[src/design/byte_diff_region_extractor_core_assert.svh]
// ----------------------------------------------------------------------------
// Assertion macros for the byte difference region extractor
// Same-cycle and next-cycle implication checks, reset-qualified.
// ----------------------------------------------------------------------------
`ifndef BYTE_DIFF_REGION_EXTRACTOR_CORE_ASSERT_SVH
`define BYTE_DIFF_REGION_EXTRACTOR_CORE_ASSERT_SVH

// Check cons in the same cycle as ante
`define BDRE_ASSERT_NOW(label, clk, rstn, ante, cons) \
    label: assert property (@(posedge clk) disable iff (!(rstn)) (ante) |-> (cons)) \
        else $error("bdre assertion failed");

// Check cons in the cycle after ante
`define BDRE_ASSERT_NEXT(label, clk, rstn, ante, cons) \
    label: assert property (@(posedge clk) disable iff (!(rstn)) (ante) |=> (cons)) \
        else $error("bdre assertion failed");

`endif

[src/design/bdre_pkg.sv]
// ----------------------------------------------------------------------------
// bdre_pkg
// Types, constants and helper functions of the byte difference region
// extractor.
// ----------------------------------------------------------------------------
package bdre_pkg;

    localparam int ADDR_W_DEFAULT = 24;
    localparam int ADDR_OUT_W     = 24;
    localparam int LEN_W          = 25;
    localparam int CNT_W          = 24;
    localparam int CAT_W          = 4;
    localparam int CFG_IDX_W      = 2;
    localparam int NUM_SPANS      = 14;
    localparam int NUM_TRACKED    = 10;
    localparam int NUM_CATS       = 11;

    typedef enum logic [1:0] {
        KIND_REGION = 2'd0,
        KIND_COUNT  = 2'd1,
        KIND_TOTALS = 2'd2
    } record_kind_t;

    typedef enum logic [CAT_W-1:0] {
        CAT_GRAPHICS  = 4'd0,
        CAT_OVERWORLD = 4'd1,
        CAT_DUNGEON   = 4'd2,
        CAT_SPRITES   = 4'd3,
        CAT_PALETTES  = 4'd4,
        CAT_MESSAGES  = 4'd5,
        CAT_CODE      = 4'd6,
        CAT_AUDIO     = 4'd7,
        CAT_UNKNOWN   = 4'd8,
        CAT_DATA      = 4'd9,
        CAT_SIZE      = 4'd10
    } category_t;

    typedef enum logic [CFG_IDX_W-1:0] {
        CFG_SEMANTIC_MODE = 2'd0,
        CFG_OLD_SIZE      = 2'd1,
        CFG_NEW_SIZE      = 2'd2
    } cfg_index_t;

    typedef enum logic [1:0] {
        SUM_IDLE,
        SUM_COUNTS,
        SUM_TOTALS
    } sum_state_t;

    typedef struct packed {
        logic [7:0] old_byte;
        logic [7:0] new_byte;
        logic       last_pair;
    } in_word_t;

    typedef struct packed {
        record_kind_t          record_kind;
        logic [ADDR_OUT_W-1:0] region_address;
        logic [LEN_W-1:0]      region_length;
        category_t             category;
        logic [LEN_W-1:0]      tally;
        logic [CNT_W-1:0]      region_total;
        logic                  sizes_differ;
        logic                  final_record;
    } out_word_t;

    // Snapshot handed from the scanner to the summary sequencer
    typedef struct packed {
        logic [NUM_TRACKED-1:0][CNT_W-1:0] counts;
        logic [CNT_W-1:0]                  regions;
        logic [LEN_W-1:0]                  changed;
    } summary_load_t;

    // Address ranges, first match wins
    localparam logic [31:0] SPAN_LO [NUM_SPANS] = '{
        32'h000000, 32'h080000, 32'h020000, 32'h0A8000, 32'h028000,
        32'h0B0000, 32'h09C800, 32'h0D8000, 32'h0DD218, 32'h0DE000,
        32'h0E0000, 32'h008000, 32'h018000, 32'h0C0000
    };
    localparam logic [31:0] SPAN_HI [NUM_SPANS] = '{
        32'h00FFFF, 32'h08FFFF, 32'h027FFF, 32'h0AFFFF, 32'h02FFFF,
        32'h0B7FFF, 32'h09DFFF, 32'h0DFFFF, 32'h0DD4FF, 32'h0DEFFF,
        32'h0E7FFF, 32'h00FFFF, 32'h01FFFF, 32'h0CFFFF
    };
    localparam category_t SPAN_CAT [NUM_SPANS] = '{
        CAT_GRAPHICS, CAT_GRAPHICS, CAT_OVERWORLD, CAT_OVERWORLD,
        CAT_DUNGEON, CAT_DUNGEON, CAT_SPRITES, CAT_SPRITES,
        CAT_PALETTES, CAT_PALETTES, CAT_MESSAGES, CAT_CODE, CAT_CODE,
        CAT_AUDIO
    };

    // Pick the category of the first range holding addr
    function automatic category_t classify(input logic [31:0] addr);
        category_t cat;
        cat = CAT_UNKNOWN;
        for (int i = NUM_SPANS - 1; i >= 0; i--) begin
            if (addr >= SPAN_LO[i] && addr <= SPAN_HI[i]) begin
                cat = SPAN_CAT[i];
            end
        end
        return cat;
    endfunction

    function automatic logic [CNT_W-1:0] inc_cnt(input logic [CNT_W-1:0] x);
        return (&x) ? x : x + 1'b1;
    endfunction

    function automatic logic [LEN_W-1:0] inc_len(input logic [LEN_W-1:0] x);
        return (&x) ? x : x + 1'b1;
    endfunction

endpackage

[src/design/bdre_scan.sv]
// ----------------------------------------------------------------------------
// bdre_scan
// Run tracker: compares one byte pair per word, closes runs into region
// words and keeps the running counters.
// ----------------------------------------------------------------------------
module bdre_scan #(
    parameter int ADDRESS_WIDTH = bdre_pkg::ADDR_W_DEFAULT
) (
    input  logic                    aclk,
    input  logic                    aresetn,
    input  logic                    item_go,
    input  bdre_pkg::in_word_t      item,
    input  logic                    semantic_mode,
    output logic                    region_push,
    output bdre_pkg::out_word_t     region_word,
    output logic                    summary_load,
    output bdre_pkg::summary_load_t summary_data
);
    import bdre_pkg::*;

    logic                              in_run_reg;
    logic [ADDRESS_WIDTH-1:0]          run_start_reg;
    logic [LEN_W-1:0]                  run_length_reg;
    logic [ADDRESS_WIDTH-1:0]          position_reg;
    logic [LEN_W-1:0]                  changed_reg;
    logic [CNT_W-1:0]                  regions_reg;
    logic [NUM_TRACKED-1:0][CNT_W-1:0] counts_reg;

    logic                              byte_diff;
    logic [ADDRESS_WIDTH-1:0]          start_cur;
    logic [LEN_W-1:0]                  len_ext;
    logic                              close_hit;
    logic [ADDRESS_WIDTH-1:0]          close_start;
    logic [LEN_W-1:0]                  close_len;
    category_t                         close_cat;
    logic [LEN_W-1:0]                  changed_next;
    logic [CNT_W-1:0]                  regions_next;
    logic [NUM_TRACKED-1:0][CNT_W-1:0] counts_next;

    // Extend or close the current run
    always_comb begin
        byte_diff   = item.old_byte != item.new_byte;
        start_cur   = in_run_reg ? run_start_reg : position_reg;
        len_ext     = in_run_reg ? inc_len(run_length_reg) : LEN_W'(1);
        close_hit   = byte_diff ? item.last_pair : in_run_reg;
        close_start = byte_diff ? start_cur : run_start_reg;
        close_len   = byte_diff ? len_ext : run_length_reg;
        close_cat   = semantic_mode ? classify(32'(close_start)) : CAT_DATA;
    end

    // Counter updates for this word
    always_comb begin
        changed_next = byte_diff ? inc_len(changed_reg) : changed_reg;
        regions_next = close_hit ? inc_cnt(regions_reg) : regions_reg;
        for (int i = 0; i < NUM_TRACKED; i++) begin
            counts_next[i] = (close_hit && close_cat == category_t'(CAT_W'(i))) ?
                             inc_cnt(counts_reg[i]) : counts_reg[i];
        end
    end

    // Region word and summary snapshot
    always_comb begin
        region_word                = '0;
        region_word.record_kind    = KIND_REGION;
        region_word.region_address = ADDR_OUT_W'(close_start);
        region_word.region_length  = close_len;
        region_word.category       = close_cat;
        region_push                = item_go && close_hit;
        summary_load               = item_go && item.last_pair;
        summary_data.counts        = counts_next;
        summary_data.regions       = regions_next;
        summary_data.changed       = changed_next;
    end

    // Advance state, clear after the final pair
    always_ff @(posedge aclk) begin
        if (!aresetn) begin
            in_run_reg     <= 1'b0;
            run_start_reg  <= '0;
            run_length_reg <= '0;
            position_reg   <= '0;
            changed_reg    <= '0;
            regions_reg    <= '0;
            counts_reg     <= '0;
        end else if (item_go) begin
            if (item.last_pair) begin
                in_run_reg     <= 1'b0;
                run_start_reg  <= '0;
                run_length_reg <= '0;
                position_reg   <= '0;
                changed_reg    <= '0;
                regions_reg    <= '0;
                counts_reg     <= '0;
            end else begin
                in_run_reg     <= byte_diff;
                if (byte_diff) begin
                    run_start_reg <= start_cur;
                end
                run_length_reg <= byte_diff ? len_ext : '0;
                position_reg   <= position_reg + 1'b1;
                changed_reg    <= changed_next;
                regions_reg    <= regions_next;
                counts_reg     <= counts_next;
            end
        end
    end

endmodule

[src/design/bdre_summary.sv]
// ----------------------------------------------------------------------------
// bdre_summary
// Summary sequencer: after the final pair, walks the category counts and
// emits one word per nonzero count, then the totals word.
// ----------------------------------------------------------------------------
module bdre_summary (
    input  logic                         aclk,
    input  logic                         aresetn,
    input  logic                         load,
    input  bdre_pkg::summary_load_t      load_data,
    input  logic [bdre_pkg::LEN_W-1:0]   old_size,
    input  logic [bdre_pkg::LEN_W-1:0]   new_size,
    input  logic                         can_push,
    output logic                         push,
    output bdre_pkg::out_word_t          push_word,
    output logic                         busy
);
    import bdre_pkg::*;

    sum_state_t                        state_reg;
    sum_state_t                        state_next;
    logic [CAT_W-1:0]                  idx_reg;
    logic [CAT_W-1:0]                  idx_next;
    logic [NUM_TRACKED-1:0][CNT_W-1:0] counts_reg;
    logic [CNT_W-1:0]                  regions_reg;
    logic [LEN_W-1:0]                  changed_reg;
    logic [LEN_W-1:0]                  extra_reg;
    logic                              differ_reg;

    logic [NUM_CATS-1:0][CNT_W-1:0]    all_counts;
    logic [CNT_W-1:0]                  cur_count;
    logic [LEN_W:0]                    total_sum;
    logic [LEN_W-1:0]                  total_tally;
    logic                              last_idx;

    // Size count sits above the tracked categories
    assign all_counts  = {CNT_W'(differ_reg), counts_reg};
    assign cur_count   = all_counts[idx_reg];
    assign last_idx    = idx_reg == CAT_W'(NUM_CATS - 1);
    assign total_sum   = {1'b0, changed_reg} + {1'b0, extra_reg};
    assign total_tally = total_sum[LEN_W] ? {LEN_W{1'b1}} : total_sum[LEN_W-1:0];
    assign busy        = state_reg != SUM_IDLE;

    // Capture the snapshot and the size mismatch
    always_ff @(posedge aclk) begin
        if (load) begin
            counts_reg  <= load_data.counts;
            regions_reg <= load_data.regions;
            changed_reg <= load_data.changed;
            differ_reg  <= old_size != new_size;
            extra_reg   <= (new_size > old_size) ? new_size - old_size : '0;
        end
    end

    // State register
    always_ff @(posedge aclk) begin
        if (!aresetn) begin
            state_reg <= SUM_IDLE;
            idx_reg   <= '0;
        end else begin
            state_reg <= state_next;
            idx_reg   <= idx_next;
        end
    end

    // Next state and words
    always_comb begin
        state_next = state_reg;
        idx_next   = idx_reg;
        push       = 1'b0;
        push_word  = '0;
        unique case (state_reg)
            SUM_IDLE: begin
                if (load) begin
                    state_next = SUM_COUNTS;
                    idx_next   = '0;
                end
            end
            SUM_COUNTS: begin
                push_word.record_kind = KIND_COUNT;
                push_word.category    = category_t'(idx_reg);
                push_word.tally       = LEN_W'(cur_count);
                // skip empty categories, hold while the output is full
                if (cur_count == '0 || can_push) begin
                    push = cur_count != '0;
                    if (last_idx) begin
                        state_next = SUM_TOTALS;
                    end else begin
                        idx_next = idx_reg + 1'b1;
                    end
                end
            end
            SUM_TOTALS: begin
                push_word.record_kind  = KIND_TOTALS;
                push_word.category     = CAT_GRAPHICS;
                push_word.tally        = total_tally;
                push_word.region_total = regions_reg;
                push_word.sizes_differ = differ_reg;
                push_word.final_record = 1'b1;
                if (can_push) begin
                    push       = 1'b1;
                    state_next = SUM_IDLE;
                end
            end
            default: begin
                state_next = SUM_IDLE;
            end
        endcase
    end

endmodule

[src/design/bdre_out_fifo.sv]
// ----------------------------------------------------------------------------
// bdre_out_fifo
// Two-entry output buffer that decouples result backpressure from the
// scanner.
// ----------------------------------------------------------------------------
module bdre_out_fifo (
    input  logic                aclk,
    input  logic                aresetn,
    input  logic                push,
    input  bdre_pkg::out_word_t push_word,
    output logic                full,
    output logic                m_valid,
    input  logic                m_ready,
    output bdre_pkg::out_word_t m_data
);
    import bdre_pkg::*;

    localparam int DEPTH = 2;
    localparam int PTR_W = $clog2(DEPTH);
    localparam int OCC_W = $clog2(DEPTH + 1);

    out_word_t        entry_reg [DEPTH];
    logic [PTR_W-1:0] wr_ptr_reg;
    logic [PTR_W-1:0] rd_ptr_reg;
    logic [OCC_W-1:0] occ_reg;
    logic             pop;

    assign full    = occ_reg == OCC_W'(DEPTH);
    assign m_valid = occ_reg != '0;
    assign m_data  = entry_reg[rd_ptr_reg];
    assign pop     = m_valid && m_ready;

    // Store pushed words
    always_ff @(posedge aclk) begin
        if (push) begin
            entry_reg[wr_ptr_reg] <= push_word;
        end
    end

    // Advance pointers and occupancy
    always_ff @(posedge aclk) begin
        if (!aresetn) begin
            wr_ptr_reg <= '0;
            rd_ptr_reg <= '0;
            occ_reg    <= '0;
        end else begin
            if (push) begin
                wr_ptr_reg <= wr_ptr_reg + 1'b1;
            end
            if (pop) begin
                rd_ptr_reg <= rd_ptr_reg + 1'b1;
            end
            if (push && !pop) begin
                occ_reg <= occ_reg + 1'b1;
            end else if (pop && !push) begin
                occ_reg <= occ_reg - 1'b1;
            end
        end
    end

endmodule

[src/design/byte_diff_region_extractor_core.sv]
// ----------------------------------------------------------------------------
// byte_diff_region_extractor_core
// A region word shows on m_valid in the cycle after the pair that ends its
// run is taken. Throughput: one pair per cycle, set by the input register
// feeding the run tracker, unless a full output or a summary stalls it.
// After the final pair the sequencer walks each category slot, then
// the totals word, holding while the output is full; the tracker takes no
// pair then, the input register holds one. Reset (aresetn low, synchronous)
// clears all counters, the configuration registers and both buffers.
// ----------------------------------------------------------------------------
`include "byte_diff_region_extractor_core_assert.svh"

module byte_diff_region_extractor_core #(
    parameter int ADDRESS_WIDTH = bdre_pkg::ADDR_W_DEFAULT
) (
    input  logic                           aclk,
    input  logic                           aresetn,
    input  logic                           s_valid,
    output logic                           s_ready,
    input  bdre_pkg::in_word_t             s_data,
    output logic                           m_valid,
    input  logic                           m_ready,
    output bdre_pkg::out_word_t            m_data,
    input  logic                           cfg_valid,
    output logic                           cfg_ready,
    input  logic [bdre_pkg::CFG_IDX_W-1:0] cfg_index,
    input  logic [bdre_pkg::LEN_W-1:0]     cfg_data
);
    import bdre_pkg::*;

    logic             semantic_mode_reg;
    logic [LEN_W-1:0] old_size_reg;
    logic [LEN_W-1:0] new_size_reg;

    logic             in_vld_reg;
    in_word_t         in_word_reg;
    logic             consume;

    logic             region_push;
    out_word_t        region_word;
    logic             summary_load;
    summary_load_t    summary_data;
    logic             sum_push;
    out_word_t        sum_word;
    logic             sum_busy;
    logic             fifo_push;
    out_word_t        fifo_word;
    logic             out_full;

    // Configuration writes
    assign cfg_ready = 1'b1;

    always_ff @(posedge aclk) begin
        if (!aresetn) begin
            semantic_mode_reg <= 1'b0;
            old_size_reg      <= '0;
            new_size_reg      <= '0;
        end else if (cfg_valid) begin
            unique case (cfg_index)
                CFG_SEMANTIC_MODE: semantic_mode_reg <= cfg_data[0];
                CFG_OLD_SIZE:      old_size_reg      <= cfg_data;
                CFG_NEW_SIZE:      new_size_reg      <= cfg_data;
                default:           ;
            endcase
        end
    end

    // Input register: hold a word until the tracker takes it
    assign consume = in_vld_reg && !out_full && !sum_busy;
    assign s_ready = !in_vld_reg || consume;

    always_ff @(posedge aclk) begin
        if (!aresetn) begin
            in_vld_reg <= 1'b0;
        end else if (s_ready) begin
            in_vld_reg <= s_valid;
        end
    end

    always_ff @(posedge aclk) begin
        if (s_valid && s_ready) begin
            in_word_reg <= s_data;
        end
    end

    bdre_scan #(
        .ADDRESS_WIDTH (ADDRESS_WIDTH)
    ) u_scan (
        .aclk          (aclk),
        .aresetn       (aresetn),
        .item_go       (consume),
        .item          (in_word_reg),
        .semantic_mode (semantic_mode_reg),
        .region_push   (region_push),
        .region_word   (region_word),
        .summary_load  (summary_load),
        .summary_data  (summary_data)
    );

    bdre_summary u_summary (
        .aclk      (aclk),
        .aresetn   (aresetn),
        .load      (summary_load),
        .load_data (summary_data),
        .old_size  (old_size_reg),
        .new_size  (new_size_reg),
        .can_push  (!out_full),
        .push      (sum_push),
        .push_word (sum_word),
        .busy      (sum_busy)
    );

    // Merge the two word sources, at most one pushes per cycle
    assign fifo_push = region_push || sum_push;
    assign fifo_word = region_push ? region_word : sum_word;

    bdre_out_fifo u_out_fifo (
        .aclk      (aclk),
        .aresetn   (aresetn),
        .push      (fifo_push),
        .push_word (fifo_word),
        .full      (out_full),
        .m_valid   (m_valid),
        .m_ready   (m_ready),
        .m_data    (m_data)
    );

    `BDRE_ASSERT_NOW(a_single_push, aclk, aresetn, region_push, !sum_push)
    `BDRE_ASSERT_NEXT(a_summary_follows, aclk, aresetn, consume && in_word_reg.last_pair, sum_busy)
    `BDRE_ASSERT_NOW(a_final_totals, aclk, aresetn, m_valid && m_data.final_record, m_data.record_kind == KIND_TOTALS)
    `BDRE_ASSERT_NOW(a_no_push_full, aclk, aresetn, out_full, !fifo_push)

endmodule

[config.mk]
export PLATFORM = sky130hd
export DESIGN_NAME = byte_diff_region_extractor_core
export DESIGN_NICKNAME = d
export VERILOG_FILES = /design/src/design/bdre_pkg.sv /design/src/design/bdre_scan.sv /design/src/design/bdre_summary.sv /design/src/design/bdre_out_fifo.sv /design/src/design/byte_diff_region_extractor_core.sv
export VERILOG_INCLUDE_DIRS = /design/src /design/src/design
export SDC_FILE = /design/constraint.sdc
export NUM_CORES = 2
export LEC_CHECK = 0
export BUFFER_PORTS_ARGS = -buffer_cell sky130_fd_sc_hd__buf_4
export CAP_MARGIN = 20
export CORE_MARGIN = 2
export CORE_UTILIZATION = 63
export DETAILED_ROUTE_END_ITERATION = 7
export GPL_ROUTABILITY_DRIVEN = 1
export PLACE_DENSITY = 0.91
export SYNTH_ARGS = -nofsm -noshare
export SYNTH_HDL_FRONTEND = slang
export SYNTH_HIERARCHICAL = 1
export SYNTH_SLANG_ARGS = --single-unit
[constraint.sdc]
create_clock -name aclk -period 20.1 [get_ports aclk]
set_clock_uncertainty 0.2 [all_clocks]
set_input_delay 4.02 -clock aclk [delete_from_list [all_inputs] [get_ports aclk]]
set_output_delay 4.02 -clock aclk [all_outputs]
set_load 0.01 [all_outputs]
### Word level (Yosys, flattened, before mapping)

Memory sizes are Yosys's and may differ from the RTL's. A register that Yosys moved wholly into a read port is not among the register bits.
Cells that the tools add are included.

* bits in latches: 0
* bits in writable memories: 212
* word-level logic and storage cells: 258
* register bits: 757
* memory bits (read-only): 0
* memories: 1
* output and inout bits: 109
* input bits: 49

Memory list
* u_out_fifo.entry_reg: depth 2, bits a word 106, read ports 1, clocked after Yosys merged registers in 1, wr ports 1, line bdre_out_fifo.sv:22 `out_word_t entry_reg [DEPTH];`

* order comparisons: 28
* $mul: 0
* divide/modulo/power cells: 0
* $add $sub $neg: 21
* reductions and logical operators: 66
* mux-type cells: 78
* bitwise logic cells: 0
* shift-type cells: 0
* equal/unequal tests: 22

Operators with widths (number)
* 24-bit two-way mux: 28
* 24-bit by 1-bit adder with 24-bit output (second input constant): 12
* 24-bit AND reduction: 11
* 240-bit two-way mux: 1
* 25-bit two-way mux: 9
* 24-bit by 20-bit >= comparator with 1-bit output (second input constant): 9
* 24-bit by 20-bit <= comparator with 1-bit output (second input constant): 9
* 106-bit two-way mux: 1
* 24-bit binary-select mux with 4-bit select: 1
* 4-bit two-way mux: 18
* 29-bit case mux with 2 select lines: 1
* 25-bit by 1-bit adder with 25-bit output (second input constant): 2
* 25-bit AND reduction: 2
* 24-bit by 18-bit >= comparator with 1-bit output (second input constant): 2
* 24-bit by 18-bit <= comparator with 1-bit output (second input constant): 2
* 1-bit logical AND: 31
* 25-bit by 25-bit adder with 26-bit output: 1
* 26-bit two-way mux: 1
* 25-bit greater-than comparator: 1
* 25-bit != test: 1
* 25-bit subtractor: 1
* 24-bit by 16-bit >= comparator with 1-bit output (second input constant): 1
* 24-bit by 17-bit >= comparator with 1-bit output (second input constant): 1
* 24-bit by 16-bit <= comparator with 1-bit output (second input constant): 1
* 30 further kinds: 68

### Logic depth before layout (Yosys ltp)

* word-level depth: 23
* mapped depth: 18
* mapped depth without buffers: 14

### Cells and area by module

The synthesis kept the hierarchy.

Modules (own cells, without submodules)
* bdre_scan: area each 22839.4 sq um, sequential area each 7267.0 sq um, cells each 3036, instances 1
* bdre_summary: area each 15302.2 sq um, sequential area each 9579.2 sq um, cells each 1081, instances 1
* bdre_out_fifo: area each 8027.7 sq um, sequential area each 6466.2 sq um, cells each 352, instances 1
* byte_diff_region_extractor_core: area each 3921.3 sq um, sequential area each 1551.5 sq um, cells each 341, instances 1

### Worst setup path after synthesis

No wires, ideal clock.

* path type: flip-flop to flip-flop
* start point: register u_summary.state_reg[0]
* end point: register u_summary.idx_reg[2]
* path slack: 3.514 ns
* arrival time: 16.312 ns
* path buffers: 0
* cell stages (with the launch flop): 13
* clock period less this slack: 16.586 ns
* cell sequence: dfxtp_1 -> inv_1 -> ha_1 -> inv_1 -> nor3b_1 -> clkinv_1 -> nor2_1 -> nand2b_1 -> nand2_1 -> o21ai_0 -> a31oi_2 -> or3_1 -> a31oi_1

* word-level cells in the longest chain between the ends: 6

Ends and longest elaborated chain
* from (decl): line bdre_summary.sv:20 `sum_state_t state_reg;`
* from (signal assigned): line bdre_summary.sv:61 `state_reg <= state_next;`
* 2-bit nonzero test: line bdre_summary.sv:42 `assign busy = state_reg != SUM_IDLE;`
* net sum_busy: line byte_diff_region_extractor_core.sv:45 `logic sum_busy;`
* 1-bit logical NOT: line byte_diff_region_extractor_core.sv:69 `assign consume = in_vld_reg && !out_full && !sum_busy;`
* 1-bit logical AND: line byte_diff_region_extractor_core.sv:69
* net consume: line byte_diff_region_extractor_core.sv:37 `logic consume;`
* 1-bit logical AND: line bdre_scan.sv:69 `summary_load = item_go && item.last_pair;`
* net summary_load: line byte_diff_region_extractor_core.sv:41 `logic summary_load;`
* 2-bit != test (no line)
* 4-bit AND reduction (no line)
* to (signal assigned): line bdre_summary.sv:62 `idx_reg <= idx_next;`
* to (decl): line bdre_summary.sv:22 `logic [CAT_W-1:0] idx_reg;`

The timed path passes the listed nets, and every way through them passes these cells.
A chain may end at the register's enable or synchronous reset.

==> impl_results.md <==
- Status: complete, but fails checks
- Failing checks: design-rule violations
- Slew Viols, Final: 0
- Fill count: 5266
- Crit path buffers/inverters: 2
- Syn Area/Cell: 10.4 sq um
- Peak VDD IR: 83.8 uV
- Commonest non-fill, non-tap cell in the layout: edfxtp_1
- Int Pwr: 3.77 mW
- I/O pin count: 158
- Kind of critical path: flop to output pin
- GPL Wtd Cong: 0.929
- CTS tree: done
- Crit-path max FO: 60
- CP dominant cell by count: buf_4
- CP arrival: 2.96 ns
- RSZ-0062 raised after global routing: no
- Via count: 39300
- Initial antenna violation count: 3
- Row count: 103
- Die Y: 286 um
- Fin crit share: 0.357
- Register share of total power: 0.446
- FF+latch count, synth: 970
- Slew @ Worst Pin: 1.19 ns
- First-pass DRT Iterations: 8
- Top cell type's share of synthesized area: 0.326
- Synth Instances: 4810
- Max-Cap Viols: 0
- CTS clock-pin slew for the worst setup and hold paths: 0.06 ns
- Post-synth EDFFs: 544
- Die area: 81800 sq um
- WL/cell: 22.7 um
- Global route overflow: 0
- Final setup violation count: 0
- First-pass GRT wire length: 207 mm
- Post-CTS Setup Inserts: 0
- Hold-fix buffers, CTS: 0
- CP endpoint kind: output pin
- Worst slew margin: 0.199
- Area Overhead vs Synth: 9.10%
- Peak Freq: 139 MHz
- IO buf count: 156
- Sequential area share after synthesis: 0.496
- Logic pwr share: 0.196
- Hold crit path type: flop to flop
- Crit path cell chain: buf_4 -> mux2_2 -> buf_4
- CTS root buffer: clkbuf_16
- Die Span X: 286 um
- Top cells by area, synth: edfxtp_1 (33%), dfxtp_1 (17%), mux2_2 (4.3%)
- Delay-heaviest family, CP: buffers and inverters
- Tot Pwr: 5.27 mW
- Vias in the first global route: 37000
- LEAKAGE: 19.8 nW
- Post-route antenna net violation count: 0
- Net Switching: 1.50 mW
- Slowest stage delay, CP: 0.80 ns
- Drt total wl: 135 mm
- Final cell count without fillers: 5929
- 1st-iter DRT viols: 5633
- Pwr/cell area: 96.4 nW/um^2
- Most common flop cell mapped by yosys: edfxtp_1
- Initial core utilization: 0.635
- Clock share of power: 0.357
- Startpoint Class: flop
- Number of instances in the placed design: 5737
- Resized cells post-CTS: 0
- H-tree depth: 3
- DR vias/cell: 6.62
- Ys Warns: 6
- Sink Count: 970
- Post-DP HPWL: 86.3 mm
- Nets: 4913
- Fraction of registers with async set/reset: 0
- TritonCTS Buffers: 97
- Final hold violation count: 0
- Setup_tns: 0 ns
- Final min period: 7.18 ns
- Critical Path RT: 15.88 ns
- Post-Syn Area: 50100 sq um
- Largest area contributor in the netlist: edfxtp_1
- DRC: 1
- Largest net degree at the start of global routing: 88
- Crit-path slowest cell: buf_4
- Cell variety after synth: 103
- Share of layout cells above drive strength 1: 0.147
- Most frequent cells in the layout: edfxtp_1 (544), dfxtp_1 (424), nand2_1 (408)
- Total global-route track usage: 0.320
- Longest Clk Path Bufs: 3
- Net Sw Frac: 0.285
- Core box area: 78900 sq um
- Clk Latency, worst-skew pair: 0.69 ns
[layer usage]
metal	GRT usage	vias up	wire, um
met5	0	-	39
met1	0.409	18800	49500
li1	-	17400	-
met4	0.163	6	7780
met2	0.518	2498	63000
met3	0.0636	533	14500
[Yosys cell counts (18+ instances only)]
library cell  count
a21o_1           32
a21oi_1         215
a22o_1           18
a22oi_1          52
a31oi_1          82
and2_1           87
and3_1           98
and4_1           35
buf_2            36
buf_4           114
buf_6            18
clkbuf_1        245
dfxtp_1         426
edfxtp_1        544
ha_1             69
inv_1            92
mux2_2          190
mux2_4           69
mux2i_1         120
mux4_2           24
nand2_1         411
nand2b_1         19
nand3_1         173
nand4_1          99
nor2_1          309
nor2b_1          28
nor3_1           88
nor4_1           35
o211ai_1         26
o21a_1           37
o21ai_0         293
o31ai_1          52
or3_1            70
or4_1            19
xnor2_1         204
xor2_1          123
[final cells by class]
| class | instances | area [sq um] | area share |
|---|---|---|---|
| Antenna cell | 2 | 5.00 | 0.0000916 |
| Timing Repair Buffer | 214 | 1640 | 0.0301 |
| Clock buffer | 135 | 2720 | 0.0498 |
| Inverter | 93 | 357 | 0.00653 |
| Sequential cell | 970 | 24900 | 0.455 |
| Tap cell | 1050 | 1310 | 0.0240 |
| Clock inverter | 48 | 614 | 0.0112 |
| Multi-Input combinational cell | 3417 | 23100 | 0.423 |
[cells by family (layout without fill, tap and decap cells)]
logic type	Yosys count	after routing	share of synthesized area
buffers and inverters	523	490	0.0513
AO/OA/AOI/OAI	961	961	0.120
AND/OR/NAND/NOR	1551	1551	0.158
other	3	105	0.000225
adder cells (fa/ha/maj)	71	71	0.0180
multiplexers	404	404	0.0984
XOR/XNOR	327	327	0.0572
flip-flops	970	970	0.496
[power by group through the flow]
stage / clock network, mW / registers (mW) / logic [mW]
2_1_floorplan: 0 / 2.40 / 0.681
4_1_cts: 1.89 / 2.35 / 1.00
5_1_grt: 1.97 / 2.36 / 1.09
3_5_place_dp: 0 / 2.39 / 0.990
3_3_place_gp: 0 / 2.38 / 0.956
6_report: 1.88 / 2.35 / 1.03
[metrics by stage]
| step | setup WS (ns) | hold WS (ns) | cell area [sq um] | util |
|---|---|---|---|---|
| final | 12.92 | 0.211 | 54600 | 0.693 |
| after detailed placement | 13.22 | 0.208 | 51200 | 0.649 |
| after global routing | 12.80 | 0.229 | 54600 | 0.693 |
| after CTS | 12.90 | 0.212 | 54600 | 0.692 |
| after floorplan | 3.51 | 0.228 | 50500 | - |
| after global placement | 13.28 | 0.203 | 51200 | 0.649 |
[path summary, 6_finish.rpt]
check / startpoint / endpoint / slack, ns / cells after the start
worst max-delay path: flop / m_data[35] / 12.92 / 3
worst min-delay path: u_scan/counts_reg[119] / u_summary/all_counts[119] / 0.21 / 0
worst min register to register: u_scan/counts_reg[119] / u_summary/all_counts[119] / 0.21 / 0
worst max register to register: u_summary/idx_reg[0] / u_out_fifo/entry_reg[1][61] / 13.57 / 14
(Power assumes the default switching activity.)
